### config.mk
export PLATFORM = sky130hd
export DESIGN_NAME = dcc_command_packet_builder_top
export DESIGN_NICKNAME = d
export VERILOG_FILES = /design/src/dcc_cpb_pkg.sv /design/src/dcc_cpb_builder.sv /design/src/dcc_cpb_emitter.sv /design/src/dcc_command_packet_builder_top.sv
export VERILOG_INCLUDE_DIRS = /design/src /design/src/src
export SDC_FILE = /design/constraint.sdc
export NUM_CORES = 1
export LEC_CHECK = 0
export BUFFER_PORTS_ARGS = -buffer_cell sky130_fd_sc_hd__buf_2
export CAP_MARGIN = 25
export CORE_MARGIN = 3
export CORE_UTILIZATION = 40
export DETAILED_ROUTE_END_ITERATION = 7
export PLACE_DENSITY_LB_ADDON = 0.1
export SLEW_MARGIN = 40
export SYNTH_ARGS = -nofsm -noshare
export SYNTH_HDL_FRONTEND = slang
export SYNTH_SLANG_ARGS = --single-unit
### constraint.sdc
create_clock -name clock -period 10.35 [get_ports clock]
set_clock_uncertainty 0.2 [all_clocks]
set_input_delay 2.07 -clock clock [delete_from_list [all_inputs] [get_ports clock]]
set_output_delay 2.07 -clock clock [all_outputs]
set_load 0.02 [all_outputs]
### src/dcc_command_packet_builder_top_assert.svh
// assertion macros for the dcc packet builder
`ifndef DCC_COMMAND_PACKET_BUILDER_TOP_ASSERT_SVH
`define DCC_COMMAND_PACKET_BUILDER_TOP_ASSERT_SVH

`ifndef SYNTHESIS
// checked only outside reset
`define DCC_CPB_ASSERT(name, prop) \
   name: assert property (@(posedge clock) disable iff (reset) prop) \
      else $error("dcc_cpb check failed");
// checked during reset as well
`define DCC_CPB_ASSERT_RST(name, prop) \
   name: assert property (@(posedge clock) prop) \
      else $error("dcc_cpb reset check failed");
`else
`define DCC_CPB_ASSERT(name, prop)
`define DCC_CPB_ASSERT_RST(name, prop)
`endif

`endif

### src/dcc_cpb_pkg.sv
package dcc_cpb_pkg;

   localparam int PKT_BYTES = 5;

   typedef enum logic [2:0] {
      CMD_RESET       = 3'd0,
      CMD_SPEED14     = 3'd1,
      CMD_SPEED28     = 3'd2,
      CMD_SPEED126    = 3'd3,
      CMD_FUNCTIONS   = 3'd4,
      CMD_VERIFY_BIT  = 3'd5,
      CMD_VERIFY_BYTE = 3'd6,
      CMD_WRITE_BYTE  = 3'd7
   } dcc_cpb_cmd_type;

   localparam logic [13:0] SHORT_ADDR_LIMIT = 14'd128;
   localparam logic [7:0]  LONG_ADDR_PREFIX = 8'hC0;
   localparam logic [7:0]  SPEED_FWD        = 8'h60;
   localparam logic [7:0]  SPEED_REV        = 8'h40;
   localparam logic [7:0]  ADV_OP           = 8'h3F;
   localparam logic [7:0]  ADV_FWD          = 8'h80;
   localparam logic [7:0]  FG1_OP           = 8'h80;
   localparam logic [7:0]  FG2_OP           = 8'hB0;
   localparam logic [7:0]  FG3_OP           = 8'hA0;
   localparam logic [7:0]  SVC_VERIFY_BIT   = 8'h78;
   localparam logic [7:0]  SVC_VERIFY_BYTE  = 8'h74;
   localparam logic [7:0]  SVC_WRITE_BYTE   = 8'h7C;
   localparam logic [7:0]  BIT_MANIP_OP     = 8'hE0;
   localparam logic [7:0]  SPEED14_MAX      = 8'd15;
   localparam logic [7:0]  SPEED28_MAX      = 8'd31;
   localparam logic [7:0]  SPEED126_MAX     = 8'd127;
   localparam logic [7:0]  FUNC_SMALL_MAX   = 8'd31;
   localparam logic [3:0]  GROUP_SMALL_MAX  = 4'd3;
   localparam logic [3:0]  GROUP_MAX        = 4'd10;
   localparam logic [1:0]  DIR_FORWARD      = 2'd0;

   typedef struct packed {
      logic [2:0]  cmd;
      logic [13:0] loco_address;
      logic [7:0]  speed;
      logic [1:0]  direction;
      logic        light;
      logic [3:0]  group;
      logic [7:0]  function_bits;
      logic [10:0] cv_number;
      logic [7:0]  cv_value;
      logic [2:0]  bit_position;
   } dcc_cpb_req_type;

   typedef struct packed {
      logic [7:0] packet_byte;
      logic       last;
      logic       rejected;
   } dcc_cpb_rsp_type;

   // built packet: bytes in transmit order, checksum included
   typedef struct packed {
      logic [PKT_BYTES-1:0][7:0] bytes;
      logic [2:0]                count;
      logic                      rejected;
   } dcc_cpb_packet_type;

   // command byte for function groups 4 to 10
   function automatic logic [7:0] ext_group_cmd(input logic [3:0] grp);
      logic [7:0] code;
      case (grp)
         4'd4:    code = 8'hDE;
         4'd5:    code = 8'hDF;
         4'd6:    code = 8'hD8;
         4'd7:    code = 8'hD9;
         4'd8:    code = 8'hDA;
         4'd9:    code = 8'hDB;
         4'd10:   code = 8'hDC;
         default: code = 8'h00;
      endcase
      return code;
   endfunction

endpackage

### src/dcc_cpb_builder.sv
module dcc_cpb_builder
   import dcc_cpb_pkg::*;
(
   input  dcc_cpb_req_type    req,
   output dcc_cpb_packet_type pkt
);

   logic [PKT_BYTES-1:0][7:0] body;
   logic [2:0]                n;
   logic                      rej;
   logic                      use_addr;
   logic                      long_addr;
   logic [7:0]                pl0;
   logic [7:0]                pl1;
   logic                      pl_two;
   logic [9:0]                svc_a;
   logic [7:0]                svc_base;
   logic [7:0]                svc_third;
   logic [7:0]                csum;
   logic                      dir_fwd;
   logic                      dir_bad;

   assign long_addr = !(req.loco_address < SHORT_ADDR_LIMIT);
   assign dir_fwd   = (req.direction == DIR_FORWARD);
   assign dir_bad   = req.direction[1];
   // cv number 0 wraps to 1024
   assign svc_a     = req.cv_number[9:0] - 10'd1;

   always_comb begin
      body      = '0;
      n         = 3'd0;
      rej       = 1'b0;
      use_addr  = 1'b0;
      pl0       = 8'h00;
      pl1       = 8'h00;
      pl_two    = 1'b0;
      svc_base  = SVC_WRITE_BYTE;
      svc_third = req.cv_value;
      case (dcc_cpb_cmd_type'(req.cmd))
         CMD_RESET: begin
            n = 3'd2;
         end
         CMD_SPEED14: begin
            rej      = (req.speed > SPEED14_MAX) || dir_bad;
            use_addr = 1'b1;
            pl0      = (dir_fwd ? SPEED_FWD : SPEED_REV)
                     | {3'b000, req.light, req.speed[3:0]};
         end
         CMD_SPEED28: begin
            // speed bit 0 is the intermediate step bit
            rej      = (req.speed > SPEED28_MAX) || dir_bad;
            use_addr = 1'b1;
            pl0      = (dir_fwd ? SPEED_FWD : SPEED_REV)
                     | {3'b000, req.speed[0], req.speed[4:1]};
         end
         CMD_SPEED126: begin
            rej      = (req.speed > SPEED126_MAX) || dir_bad;
            use_addr = 1'b1;
            pl0      = ADV_OP;
            pl1      = (dir_fwd ? ADV_FWD : 8'h00) | {1'b0, req.speed[6:0]};
            pl_two   = 1'b1;
         end
         CMD_FUNCTIONS: begin
            rej      = (req.group == 4'd0) || (req.group > GROUP_MAX)
                     || ((req.group <= GROUP_SMALL_MAX)
                         && (req.function_bits > FUNC_SMALL_MAX));
            use_addr = 1'b1;
            if (req.group == 4'd1) begin
               pl0 = FG1_OP | req.function_bits;
            end else if (req.group == 4'd2) begin
               pl0 = FG2_OP | {4'h0, req.function_bits[3:0]};
            end else if (req.group == 4'd3) begin
               pl0 = FG3_OP | {4'h0, req.function_bits[3:0]};
            end else begin
               pl0    = ext_group_cmd(req.group);
               pl1    = req.function_bits;
               pl_two = 1'b1;
            end
         end
         CMD_VERIFY_BIT: begin
            svc_base  = SVC_VERIFY_BIT;
            svc_third = BIT_MANIP_OP
                      | {4'h0, (req.cv_value != 8'h00), req.bit_position};
         end
         CMD_VERIFY_BYTE: begin
            svc_base = SVC_VERIFY_BYTE;
         end
         CMD_WRITE_BYTE: begin
            svc_base = SVC_WRITE_BYTE;
         end
         default: begin
            rej = 1'b1;
         end
      endcase

      if (use_addr) begin
         if (long_addr) begin
            body[0] = LONG_ADDR_PREFIX | {2'b00, req.loco_address[13:8]};
            body[1] = req.loco_address[7:0];
            body[2] = pl0;
            body[3] = pl_two ? pl1 : 8'h00;
            n       = pl_two ? 3'd4 : 3'd3;
         end else begin
            body[0] = {1'b0, req.loco_address[6:0]};
            body[1] = pl0;
            body[2] = pl_two ? pl1 : 8'h00;
            n       = pl_two ? 3'd3 : 3'd2;
         end
      end else if (req.cmd != CMD_RESET) begin
         body[0] = svc_base | {6'b000000, svc_a[9:8]};
         body[1] = svc_a[7:0];
         body[2] = svc_third;
         n       = 3'd3;
      end
   end

   // unused body bytes are zero, so a plain xor gives the checksum
   assign csum = body[0] ^ body[1] ^ body[2] ^ body[3] ^ body[4];

   always_comb begin
      pkt = '0;
      if (rej) begin
         pkt.count    = 3'd1;
         pkt.rejected = 1'b1;
      end else begin
         for (int i = 0; i < PKT_BYTES; i++) begin
            if (3'(i) < n) begin
               pkt.bytes[i] = body[i];
            end else if (3'(i) == n) begin
               pkt.bytes[i] = csum;
            end
         end
         pkt.count = n + 3'd1;
      end
   end

endmodule

### src/dcc_cpb_emitter.sv
module dcc_cpb_emitter
   import dcc_cpb_pkg::*;
(
   input  logic               clock,
   input  logic               reset,
   input  logic               load,
   input  dcc_cpb_packet_type pkt,
   output logic               can_load,
   output logic               rsp_strobe,
   output dcc_cpb_rsp_type    rsp_data
);

   dcc_cpb_packet_type pkt_ff, pkt_in;
   logic [2:0]         idx_ff, idx_in;
   logic               active_ff, active_in;
   logic               last_byte;

   assign last_byte = (idx_ff == pkt_ff.count - 3'd1);
   // next packet may follow directly behind the final byte
   assign can_load  = !active_ff || last_byte;

   always_comb begin
      pkt_in    = pkt_ff;
      idx_in    = idx_ff;
      active_in = active_ff;
      if (load) begin
         pkt_in    = pkt;
         idx_in    = 3'd0;
         active_in = 1'b1;
      end else if (active_ff) begin
         if (last_byte) begin
            active_in = 1'b0;
         end else begin
            idx_in = idx_ff + 3'd1;
         end
      end
   end

   always_ff @(posedge clock) begin
      if (reset) begin
         active_ff <= 1'b0;
         idx_ff    <= 3'd0;
      end else begin
         active_ff <= active_in;
         idx_ff    <= idx_in;
      end
   end

   always_ff @(posedge clock) begin
      pkt_ff <= pkt_in;
   end

   assign rsp_strobe           = active_ff;
   assign rsp_data.packet_byte = pkt_ff.bytes[idx_ff];
   assign rsp_data.last        = last_byte;
   assign rsp_data.rejected    = pkt_ff.rejected;

endmodule

### src/dcc_command_packet_builder_top.sv
// DCC command packet builder
//
// A request is taken on req_data at a rising edge where start is high and
// busy is low. It builds one DCC packet: the address (one byte below 128,
// two bytes otherwise) or the service-mode cv address, the command bytes,
// and an xor checksum. Bytes leave on rsp_data one per cycle, each marked
// by rsp_strobe for a single cycle; the checksum byte has last set. An
// invalid request gives one result with rejected and last set and a zero
// byte.
// The request is registered in the input register and then loaded into
// the byte serializer, whose register shows the first byte. A request
// producing n results (1 to 5) holds the serializer until its final byte
// is shown; one request waits in the input register while the previous
// packet drains, and the next is taken in the cycle its predecessor's
// final byte is shown.
// The receiver cannot stall: every strobed byte counts as transferred.
// Synchronous reset empties the input register and the serializer; no
// result is shown in the cycle after reset.
`include "dcc_command_packet_builder_top_assert.svh"

module dcc_command_packet_builder_top
   import dcc_cpb_pkg::*;
(
   input  logic            clock,
   input  logic            reset,
   input  logic            start,
   output logic            busy,
   input  dcc_cpb_req_type req_data,
   output logic            rsp_strobe,
   output dcc_cpb_rsp_type rsp_data
);

   dcc_cpb_req_type    req_ff, req_in;
   logic               req_valid_ff, req_valid_in;
   logic               accept;
   logic               load;
   logic               can_load;
   dcc_cpb_packet_type pkt;

   assign load   = req_valid_ff && can_load;
   assign busy   = req_valid_ff && !can_load;
   assign accept = start && !busy;

   always_comb begin
      req_in       = req_ff;
      req_valid_in = req_valid_ff;
      if (accept) begin
         req_in       = req_data;
         req_valid_in = 1'b1;
      end else if (load) begin
         req_valid_in = 1'b0;
      end
   end

   always_ff @(posedge clock) begin
      if (reset) begin
         req_valid_ff <= 1'b0;
      end else begin
         req_valid_ff <= req_valid_in;
      end
   end

   always_ff @(posedge clock) begin
      req_ff <= req_in;
   end

   dcc_cpb_builder u_builder (
      .req (req_ff),
      .pkt (pkt)
   );

   dcc_cpb_emitter u_emitter (
      .clock      (clock),
      .reset      (reset),
      .load       (load),
      .pkt        (pkt),
      .can_load   (can_load),
      .rsp_strobe (rsp_strobe),
      .rsp_data   (rsp_data)
   );

   `DCC_CPB_ASSERT_RST(a_reset_quiet, reset |=> !rsp_strobe)
   `DCC_CPB_ASSERT(a_no_overwrite, accept && req_valid_ff |-> load)
   `DCC_CPB_ASSERT(a_load_shows, load |=> rsp_strobe)
   `DCC_CPB_ASSERT(a_reject_form, rsp_strobe && rsp_data.rejected |-> rsp_data.last && rsp_data.packet_byte == 8'd0)

endmodule
# Word-level counts from Yosys, hierarchy flattened
# Cells that the tools add are included.
[word_totals]
romBits = 0
mem_bits_rw = 0
output_inout_bits = 12
inputBits = 65
memories = 0
register_bits = 110
word_cells = 138
latchBits = 0
[op_classes]
div_mod_pow = 0
n_eq_ne = 21
n_reduce_logical = 24
addsub = 4
n_bitwise = 9
n_mul = 0
muxes = 47
magnitude_cmp = 13
n_shift = 0
[op_table]
columns = ["cell", "n"]
rows = [
  ["2-to-1 mux 8 bit", 20],
  ["2-to-1 mux 24 bit", 3],
  ["case mux 8 bit (7 select lines)", 1],
  ["case mux 8 bit (4 select lines)", 1],
  ["binary-select mux 8 bit (select 3 bit)", 1],
  ["bitwise XOR 8 bit", 3],
  ["== test 4 x 3 -> 1 bit, second input constant", 4],
  ["> comparator 8 x 5 -> 1 bit, second input constant", 2],
  ["bitwise OR 8 x 5 -> 8 bit", 2],
  ["case mux 8 bit (2 select lines)", 1],
  ["less-than comparator 14 x 8 -> 1 bit, second input constant", 1],
  ["== test 4 bit, second input constant", 3],
  ["2-to-1 mux 3 bit", 4],
  ["2-to-1 mux 1 bit", 11],
  ["subtractor 10 x 1 -> 10 bit, second input constant", 1],
  ["== test 3 bit, second input constant", 3],
  ["== test 4 x 2 -> 1 bit, second input constant", 2],
  ["> comparator 8 x 4 -> 1 bit, second input constant", 1],
  ["> comparator 8 x 7 -> 1 bit, second input constant", 1],
  ["bitwise OR 8 x 7 -> 8 bit", 1],
  ["case mux 4 bit (2 select lines)", 1],
  ["nonzero test 8 bit", 1],
  ["bitwise OR 7 x 2 -> 7 bit", 1],
  ["adder 3 x 1 -> 3 bit, second input constant", 2],
  ["other kinds (31)", 47],
]

# Longest topological paths before layout
# Gate-level depths: netlist of run 1.
[depth]
word_depth = 13
mapped_depth = 13
mapped_depth_nobuf = 11

# Cells and area by module
# From an unflattened synthesis of run 1, not the netlist that was laid out.
[unflattened]
cells_unflattened = 545
hier_area_um2 = 6150.9
[modules_own_cells]
columns = ["module", "area_per_inst_um2", "instances", "seq_area_each_um2", "cells_per_inst"]
rows = [
  ["dcc_cpb_builder", 2366.0, 1, 0.0, 384],
  ["dcc_command_packet_builder_top", 1918.1, 1, 1881.8, 67],
  ["dcc_cpb_emitter", 1866.8, 1, 1401.3, 94],
]

# Least setup slack after synthesis of run 1
# No wires, ideal clock.
[synth_path]
kind = "input-to-reg"
start = "input port start"
end = "register req_ff[0] in the netlist's numbering, enable pin"
slack_ns = 5.013
setup_ns = 0.480
stages = 2
arrival_time_ns = 4.657
t_required_ns = 9.670
n_path_buf = 0
path_cell_list = "inv_1 nor2_1"
[synth_between]
elab_chain_len = 1
[synth_rtl]
columns = ["item", "line", "rtl"]
rows = [
  ["start, declared", "dcc_command_packet_builder_top.sv:26", "input logic start,"],
  ["logical AND 1 bit", "dcc_command_packet_builder_top.sv:42", "assign accept = start && !busy;"],
  ["named net accept", "dcc_command_packet_builder_top.sv:35", "logic accept;"],
  ["end signal, assigned", "dcc_command_packet_builder_top.sv:64", "req_ff <= req_in;"],
  ["end, declared", "dcc_command_packet_builder_top.sv:33", "dcc_cpb_req_type req_ff, req_in;"],
]
# The timed path passes the listed nets, and every way through them passes these cells.
# A chain may end at the register's enable or synchronous reset.

# Worst setup path after layout of run 1
[layout_path]
start = "register u_emitter.idx_ff[2]"
end = "output port busy"
[layout_between]
elab_chain_len = 4
[layout_rtl]
columns = ["item", "line", "rtl"]
rows = [
  ["start, declared", "dcc_cpb_emitter.sv:14", "logic [2:0] idx_ff, idx_in;"],
  ["start signal, assigned", "dcc_cpb_emitter.sv:45", "idx_ff <= idx_in;"],
  ["== test 3 bit", "dcc_cpb_emitter.sv:18", "assign last_byte = (idx_ff == pkt_ff.count - 3'd1);"],
  ["logical OR 1 bit", "dcc_cpb_emitter.sv:20", "assign can_load = !active_ff || last_byte;"],
  ["zero test 1 bit", "dcc_command_packet_builder_top.sv:41", "assign busy = req_valid_ff && !can_load;"],
  ["logical AND 1 bit", "dcc_command_packet_builder_top.sv:41", ""],
  ["end, declared", "dcc_command_packet_builder_top.sv:27", "output logic busy,"],
]
# No other way between the ends.

==> impl_metrics.tcl, run 1 <==
set metrics [dict create \
    die_area_um2 16660 \
    status "completed" \
    cts_setup_buffers 0 \
    vias 4567 \
    avgViaCountPerCell 5.680 \
    fp-row-count 44 \
    setup_viol 0 \
    synth_cell_types 73 \
    nets 689 \
    min_period_over_period_pct 42.08 \
    syn_to_final_growth_pct 12.77 \
    grt_setup_unrepaired "false" \
    antenna_found_initial 0 \
    end_kind "primary output" \
    dp.cells 789 \
    tns_ps 0 \
    cts_tree "done" \
    slew_headroom_pct 47.15 \
    worst-r2r-setup-slack_ps 6500 \
    ys_dominant_reg_cell "edfxtp_1" \
    worstSetupStartpointType "register" \
    cp_data_required_time_ps 8080 \
    cp.arrival_ps 2080 \
    ff_latch_area_um2 3254 \
    dieHeight_um 129.1 \
    grt_max_degree 62 \
    place_congestion 0.9173 \
    layout_common_cells "edfxtp_1, buf_2, a21oi_1" \
    maxCapViolations 0 \
    ys_seq_area_share_pct 53.71 \
    final_cells 804 \
    drc_errors 0 \
    p_per_area_nw_per_um2 155.0 \
    cts_sinks 110 \
    place_area_um2 6551 \
    worstHoldPathType "reg -> reg" \
    cellLeakagePower_nw 2.496 \
    design_area_um2 6830 \
    ctsHoldBuffers 0 \
    cts-resized-gates 0 \
    initial_core_util_pct 41.21 \
    place_hpwl_um 11570 \
    slew_viol_final 0 \
    path_max_fanout 13 \
    clk_latency_ps 350 \
    ys_warn_count 0 \
    io_buffers 75 \
    syn_nets 632 \
    die_w_um 129.1 \
    drtPass1Iterations 6 \
    antennaDiodeCount 0 \
    wl_per_cell_um 19.20 \
    h-tree-depth 3 \
    ant_nets 0 \
    drt_iter0_drc 361 \
    root_buffer "clkbuf_16" \
    cts_buffers 9 \
    crit_type "reg -> out" \
    grtUsageTotal_pct 19.21 \
    wl_um 15440 \
    worst_pin_slew_ps 791.4 \
    fmax_mhz 229.6 \
    ctsLongestPathBuffers 2 \
    multi_input_comb_area_um2 2571 \
    io_pins 77 \
    reg2regPathDepth 9 \
    fin_crit_ps 4355 \
    synth-edff-count 105 \
    core-area_um2 14700 \
    hold_viol_final 0 \
    syn-cell-area_um2 6057 \
    grt_pass1_wl_um 24150 \
    grt_overflow 0 \
    hold_depth 2 \
    synth_cells 559 \
    layout_commonest_cell "edfxtp_1" \
    clk_pin_slew_ps 70 \
    async_flop_share_pct 0 \
    fill_cells 1371 \
    syn_avg_cell_area_um2 10.84 \
    first_global_vias 4408 \
    drive_above_1_share_pct 18.87 \
    ys_seq_elements 110 \
    peakVddDrop_mv 0.07425 \
]
==> cells in the mapped netlist, types with 7 or more instances <==
master | count | area (um^2)
o21ai_0 | 28 | 140.1
ha_1 | 8 | 100.1
o22ai_1 | 14 | 87.58
a21oi_1 | 59 | 295.3
nor2b_1 | 9 | 56.30
and2_1 | 10 | 62.56
buf_2 | 12 | 60.06
buf_4 | 7 | 52.55
xor2_1 | 11 | 96.34
nor2_1 | 54 | 202.7
nor3_1 | 10 | 50.05
clkbuf_1 | 10 | 37.54
nor4_1 | 8 | 50.05
mux2i_1 | 18 | 180.2
nand2_1 | 35 | 131.4
a22o_1 | 7 | 61.31
a22oi_1 | 7 | 52.55
inv_1 | 16 | 60.06
edfxtp_1 | 105 | 3153
xnor2_1 | 13 | 113.9
==> power by group <==
part | internal, W | switching, W
clock network | 0.000184 | 0.000145
registers | 0.000525 | 0.0000217
logic | 0.0000685 | 0.000115
==> sequential cells by signal, indices dropped and copies added (netlist names) <==
signal	count
req_ff	61
req_valid_ff	1
u_emitter.pkt_ff	43
u_emitter.rsp_strobe	1
u_emitter.rsp_data	1
u_emitter.idx_ff	3
==> cell type report <==
type / instances / share of cell area [%]
inverter: 18 / 0.9892
timing repair buffer: 81 / 6.265
multi-input combinational: 396 / 37.64
tap: 184 / 3.371
clock inverter: 6 / 0.7877
sequential: 110 / 47.65
clock buffer: 9 / 3.297
==> worst paths after layout <==
check | from | end
worst min register to register | req_valid_ff | req_valid_ff
worst max register to register | req_ff[61] | u_emitter.pkt_ff[20]
worst max-delay path | u_emitter.idx_ff[2] | busy
worst min-delay path | req_valid_ff | req_valid_ff
==> logic make-up (layout without fill, tap and decap cells) <==
kind of cell | Yosys count | in the layout | share of synthesized area [%]
compound gates | 175 | 175 | 19.21
fa+ha+maj | 10 | 10 | 1.983
xor+xnor | 24 | 24 | 3.470
flops | 110 | 110 | 53.71
mux | 18 | 18 | 2.975
simple gates | 169 | 169 | 14.56
buf+inv | 53 | 114 | 4.090
==> per-layer routing <==
metal / global-route usage [%] / part of all wire, % / wire length (um)
met5: 0 / 0 / 0
met4: 9.141 / 3.5 / 536
met3: 3.298 / 5.6 / 865
met2: 29.21 / 45 / 6902
met1: 26.85 / 46 / 7134
==> critical path, stage by stage, from the launching register on <==
cell and delay (ps):
dfxtp_1 740, xnor2_1 140, nand3_1 120, and2_1 310, nand2_1 120, inv_1 110, buf_2 180
==> stage by stage <==
stage	hold slack, ps	power (W)	setup slack, ps	utilization, %
floorplan	273.9	0.0006780	5013	-
global placement	315.0	0.0007344	6013	44.46
detailed placement	314.4	0.0007386	6291	44.57
CTS	329.6	0.001070	5905	46.47
global route	349.2	0.001113	5786	46.47
finish	320.6	0.001059	5995	46.47
Power figures use the tool's default switching activity.
==> run 2, diff against run 1 <==
clock period = 4 ns   (was 10.35 ns; I/O delays follow)
==> run 2 against run 1 <==
  * Cell count increased by 2.0%
  * Flip-flop and latch count unchanged
  * Global-route usage increased by 0.47 points
  * Sequential power increased to 2.6 times the previous value
  * Critical path depth increased by 5
  * Clock power increased to 2.6 times the previous value
  * Register-to-register slack got worse by 5900 ps
  * Sequential share of layout area decreased by 0.81 points
==> impl_metrics.tcl, run 2 (synthesis gave the netlist of run 1 again) <==
set metrics [dict create \
    first_global_vias 4484 \
    place_area_um2 6655 \
    min_period_over_period_pct 83.84 \
    wl_um 15760 \
    power.internal_w 0.002028 \
    tns_ps 0 \
    cp.arrival_ps 3260 \
    cp_data_required_time_ps 3900 \
    cellLeakagePower_nw 2.567 \
    antennaDiodeCount 0 \
    ctsHoldBuffers 0 \
    drc_errors 0 \
    largest_reg_flops 61 \
    setup_viol 0 \
    worstSetupStartpointType "register" \
    regMostFlops "req_ff" \
    core-area_um2 14700 \
    die_w_um 129.1 \
    hold_viol_final 0 \
    fp-row-count 44 \
    avgViaCountPerCell 5.616 \
    h-tree-depth 3 \
    multi_input_comb_area_um2 2571 \
    crit_type "reg -> reg" \
    root_buffer "clkbuf_16" \
    die_area_um2 16660 \
    grt_pass1_wl_um 24910 \
    grt_setup_unrepaired "false" \
    worstHoldPathType "reg -> reg" \
    dieHeight_um 129.1 \
    syn_to_final_growth_pct 14.67 \
    slew_headroom_pct 44.49 \
    critPathSlowestCell "edfxtp_1" \
    ctsLongestPathBuffers 2 \
    nets 704 \
    p_per_area_nw_per_um2 398.8 \
    sw_frac_of_total_pct 26.78 \
    slew_viol_final 0 \
    crit_family "simple AND/OR/NAND/NOR gates" \
    layout_commonest_cell "edfxtp_1" \
    end_kind "register" \
    io_pins 77 \
    fmax_mhz 298.2 \
    grt_overflow 0 \
    antenna_found_initial 0 \
    critPathMaxStageDelay_ps 500 \
    place_hpwl_um 11980 \
    drtPass1Iterations 5 \
    place_congestion 0.9332 \
    cts_sinks 110 \
    path_cells "nor4_4, and2_0, inv_2, ha_1, maj3_1, inv_1, ha_1, nor2_1, buf_4, a211oi_1, nor2_1" \
    cts_tree "done" \
    pwr-share-comb_pct 17.7 \
    fin_crit_ps 3354 \
    ff_latch_area_um2 3253 \
    grt_max_degree 62 \
    layout_common_cells "edfxtp_1, buf_2, a21oi_1" \
    clockPowerShare_pct 31.3 \
    p_sw_w 0.0007418 \
    cts-resized-gates 0 \
    cts_buffers 9 \
    clk_latency_ps 360 \
    io_buffers 75 \
    maxCapViolations 0 \
    grtUsageTotal_pct 19.68 \
    drive_above_1_share_pct 20.75 \
    wl_per_cell_um 19.21 \
    design_area_um2 6945 \
    clk_pin_slew_ps 70 \
    vias 4605 \
    status "completed" \
    initial_core_util_pct 41.21 \
    critical_path_buf_inv_count 3 \
    ant_nets 0 \
    drt_iter0_drc 423 \
    fill_cells 1368 \
    path_max_fanout 6 \
    peakVddDrop_mv 0.2037 \
    seqPwrFrac_pct 51.0 \
    reg_top3 "req_ff x61, u_emitter.pkt_ff x43, u_emitter.idx_ff x3" \
    cts_setup_buffers 0 \
    worst_pin_slew_ps 832.6 \
]
## run 2: metal layers
metal	track usage, %	vias to the layer above	share of wire (%)
met3	3.875	30	5.7
met4	7.659	0	2.5
li1	-	2261	-
met2	30.46	154	46
met1	27.45	2160	46
met5	0	-	0
## run 2: path summary, 6_finish.rpt
path              slack [ps]         start                   end  cells past startpoint
setup / recovery         650    req_ff[53]  u_emitter.pkt_ff[27]                     11
hold reg to reg          320  req_valid_ff          req_valid_ff                      2
setup reg to reg         650    req_ff[53]  u_emitter.pkt_ff[27]                     11
hold / removal           320  req_valid_ff          req_valid_ff                      2
## run 2: worst min-delay path: stages, from the launching register on
cell     delay, ps
dfxtp_1        330
nand2_1         80
a21oi_1         60
## run 2: final cells by class
class,instances,area share (%)
clock buffer,9,3.243
clock inverter,7,0.9368
inverter,18,0.9728
multi-input combinational,396,37.02
sequential,110,46.84
tap,184,3.315
timing repair buffer,96,7.674
## run 2: power by group through the flow
stage | logic, W | registers (W) | clock network [W]
floorplan | 0.000338 | 0.00142 | 0
global placement | 0.000481 | 0.00144 | 0
detailed placement | 0.000489 | 0.00144 | 0
CTS | 0.000491 | 0.00141 | 0.000897
global route | 0.000544 | 0.00142 | 0.000947
finish | 0.000492 | 0.00141 | 0.000866
## run 2: stage by stage
| stage | power [W] | worst slack [ps] | cells | utilization [%] | hold slack [ps] |
|---|---|---|---|---|---|
| floorplan | 0.001753 | 82.57 | 559 | - | 273.9 |
| global placement | 0.001916 | 726.3 | 804 | 45.28 | 311.4 |
| detailed placement | 0.001926 | 679.4 | 804 | 45.28 | 307.8 |
| CTS | 0.002799 | 644.8 | 820 | 47.25 | 318.2 |
| global route | 0.002911 | 420.8 | 820 | 47.25 | 340.3 |
| finish | 0.002770 | 646.2 | 820 | 47.25 | 316.6 |
==> run 3, diff against run 2 <==
ABC_AREA = 1   (was default)
clock period = 3.4 ns   (was 4 ns; I/O delays follow)
==> run 3 against run 2 <==
  * Hold slack got worse by 24 ps
  * First-iteration DRC count decreased by 22%
  * Count of clock-buffer cells in the layout did not move
  * Fmax increased by 8.0%
  * Combinational power is 16% higher
  * Register-to-register slack worse by 350 ps
  * Synthesized cell count up 30%
  * Largest cell class unchanged
==> impl_metrics.tcl, run 3 <==
set metrics [dict create \
    syn-cell-area_um2 6147 \
    worstSetupStartpointType "register" \
    power_w 0.003423 \
    core-area_um2 14810 \
    status "completed" \
    seqPwrFrac_pct 48.1 \
    root_buffer "clkbuf_16" \
    drtPass1Iterations 5 \
    ant_nets 0 \
    layout_common_cells "nand2_1, edfxtp_1, inv_1" \
    tns_ps 0 \
    io_buffers 75 \
    grtUsageTotal_pct 18.33 \
    grt_pass1_wl_um 23960 \
    cts_tree "done" \
    slew_viol_final 0 \
    grt_overflow 0 \
    hold_viol_final 0 \
    first_global_vias 4595 \
    regMostFlops "req_ff" \
    wl_um 14750 \
    largest_reg_flops 61 \
    die_area_um2 16890 \
    yosysTopAreaCell "edfxtp_1" \
    dp.cells 980 \
    clk_pin_slew_ps 70 \
    power.internal_w 0.002514 \
    grt_setup_unrepaired "false" \
    ys_seq_area_share_pct 52.92 \
    fmax_mhz 322.0 \
    reg_top3 "req_ff x61, u_emitter.pkt_ff x43, u_emitter.idx_ff x3" \
    p_sw_w 0.0009087 \
    reg2regPathDepth 13 \
    whs_ps 292.2 \
    maxCapViolations 0 \
    syn_to_final_growth_pct 15.33 \
    p_per_area_nw_per_um2 482.8 \
    io_pins 77 \
    drt_iter0_drc 328 \
    antennaDiodeCount 0 \
    setup_viol 0 \
    vias 4877 \
    pwr-share-comb_pct 16.7 \
    dieHeight_um 130.0 \
    drive_above_1_share_pct 17.61 \
    place_hpwl_um 11560 \
    ys_top_cells_by_count "nand2_1, edfxtp_1, inv_1, nor2_1, nand3_1" \
    synth_cell_types 39 \
    ys_warn_count 0 \
    ctsHoldBuffers 0 \
    synth_area_leaders "edfxtp_1, nand2_1, inv_1" \
    layout_commonest_cell "nand2_1" \
    clockPowerShare_pct 35.2 \
    grt_max_degree 46 \
    cts_setup_buffers 0 \
    worst_pin_slew_ps 718.7 \
    avgViaCountPerCell 4.897 \
    hold_depth 1 \
    fill_cells 1416 \
    synth-edff-count 105 \
    slew_headroom_pct 52.02 \
    peakVddDrop_mv 0.3709 \
    nets 880 \
    clk_latency_ps 360 \
    end_kind "register" \
    path_max_fanout 8 \
    crit_type "reg -> reg" \
    synth_cells 729 \
    drc_errors 0 \
    cts_sinks 110 \
    final_cells 996 \
    fp-row-count 44 \
    cp_data_required_time_ps 3400 \
    place_congestion 0.8737 \
    min_period_over_period_pct 91.35 \
    async_flop_share_pct 0 \
    h-tree-depth 3 \
    cts_buffers 9 \
    cp.arrival_ps 3110 \
    syn_avg_cell_area_um2 8.432 \
    ctsLongestPathBuffers 2 \
    initial_core_util_pct 41.51 \
    ys_dominant_reg_cell "edfxtp_1" \
    ys_seq_elements 110 \
    antenna_found_initial 0 \
    die_w_um 130.0 \
    syn_nets 802 \
    fin_crit_ps 3106 \
    worstHoldPathType "in -> reg" \
    wl_per_cell_um 14.81 \
    yosysMostFrequentCell "nand2_1" \
    yosysTopAreaCellShare_pct 51.29 \
    sw_frac_of_total_pct 26.55 \
    cts-resized-gates 0 \
    cellLeakagePower_nw 3.230 \
]
## run 3: cell count changes after synthesis, sizes merged, moves of 11 or more
cell,delta
nor2,+18
nand3,+57
o22ai,-11
mux2i,-18
inv,+79
xnor2,-11
nand2,+195
and2,-11
## run 3: power by group through the flow
stage | logic (W) | clock network [W] | registers, W
2_1_floorplan | 0.000406 | 0 | 0.00166
3_3_place_gp | 0.000563 | 0 | 0.00167
3_5_place_dp | 0.000572 | 0 | 0.00168
4_1_cts | 0.000574 | 0.00123 | 0.00165
5_1_grt | 0.000652 | 0.00128 | 0.00166
6_report | 0.000572 | 0.00121 | 0.00164
## run 3: kinds of logic (layout without fill, tap and decap cells)
family	Yosys count	count (layout)	synth area share, %
compound gates	110	110	10.38
xor+xnor	5	5	0.7125
fa+ha+maj	8	8	1.628
buf+inv	118	201	8.101
flops	110	110	52.92
simple gates	378	378	26.26
## run 3: critical path: stages, from the launching register on
cell and delay, ps:
edfxtp_1 450, nor2_1 230, nand2_2 170, nand2_1 190, nand2_1 90, ha_1 280
o21ai_0 90, buf_4 170, inv_1 70, ha_1 130, inv_1 40, nor2_1 500
nand3_1 150, a21oi_1 200
## run 3: per-stage QoR
step | setup slack, ps | instance area (um^2) | util, %
floorplan | 114.5 | 6150 | -
global placement | 376.3 | 6744 | 45.54
detailed placement | 335.7 | 6744 | 45.54
CTS | 288.9 | 7089 | 47.87
global route | 37.61 | 7089 | 47.87
finish | 293.9 | 7089 | 47.87
## run 3: layout make-up
| class | instances | area (um^2) | share of cell area, % |
|---|---|---|---|
| clock buffers | 9 | 225.2 | 3.177 |
| clock inverters | 7 | 120.1 | 1.694 |
| inverters | 99 | 374.1 | 5.277 |
| multi-input cells | 501 | 2404 | 33.90 |
| flip-flops and latches | 110 | 3253 | 45.89 |
| well taps | 184 | 230.2 | 3.247 |
| repair buffers | 86 | 483.0 | 6.813 |
## run 3: layer usage
metal	vias to the layer above	global-route usage, %	wire length, um	part of all wire, %
met5	-	0	0	0
met4	0	6.418	295	2.0
met3	16	2.415	692	4.7
met2	129	26.87	6369	43
met1	2165	27.90	7396	50
li1	2567	-	-	-
## run 3: worst paths after layout
check	from	to	slack [ps]
worst min-delay path	req_data[15]	req_ff[15]	290
worst max register to register	req_ff[33]	u_emitter.pkt_ff[33]	290
worst min register to register	req_valid_ff	u_emitter.rsp_strobe	340
worst max-delay path	req_ff[33]	u_emitter.pkt_ff[33]	290
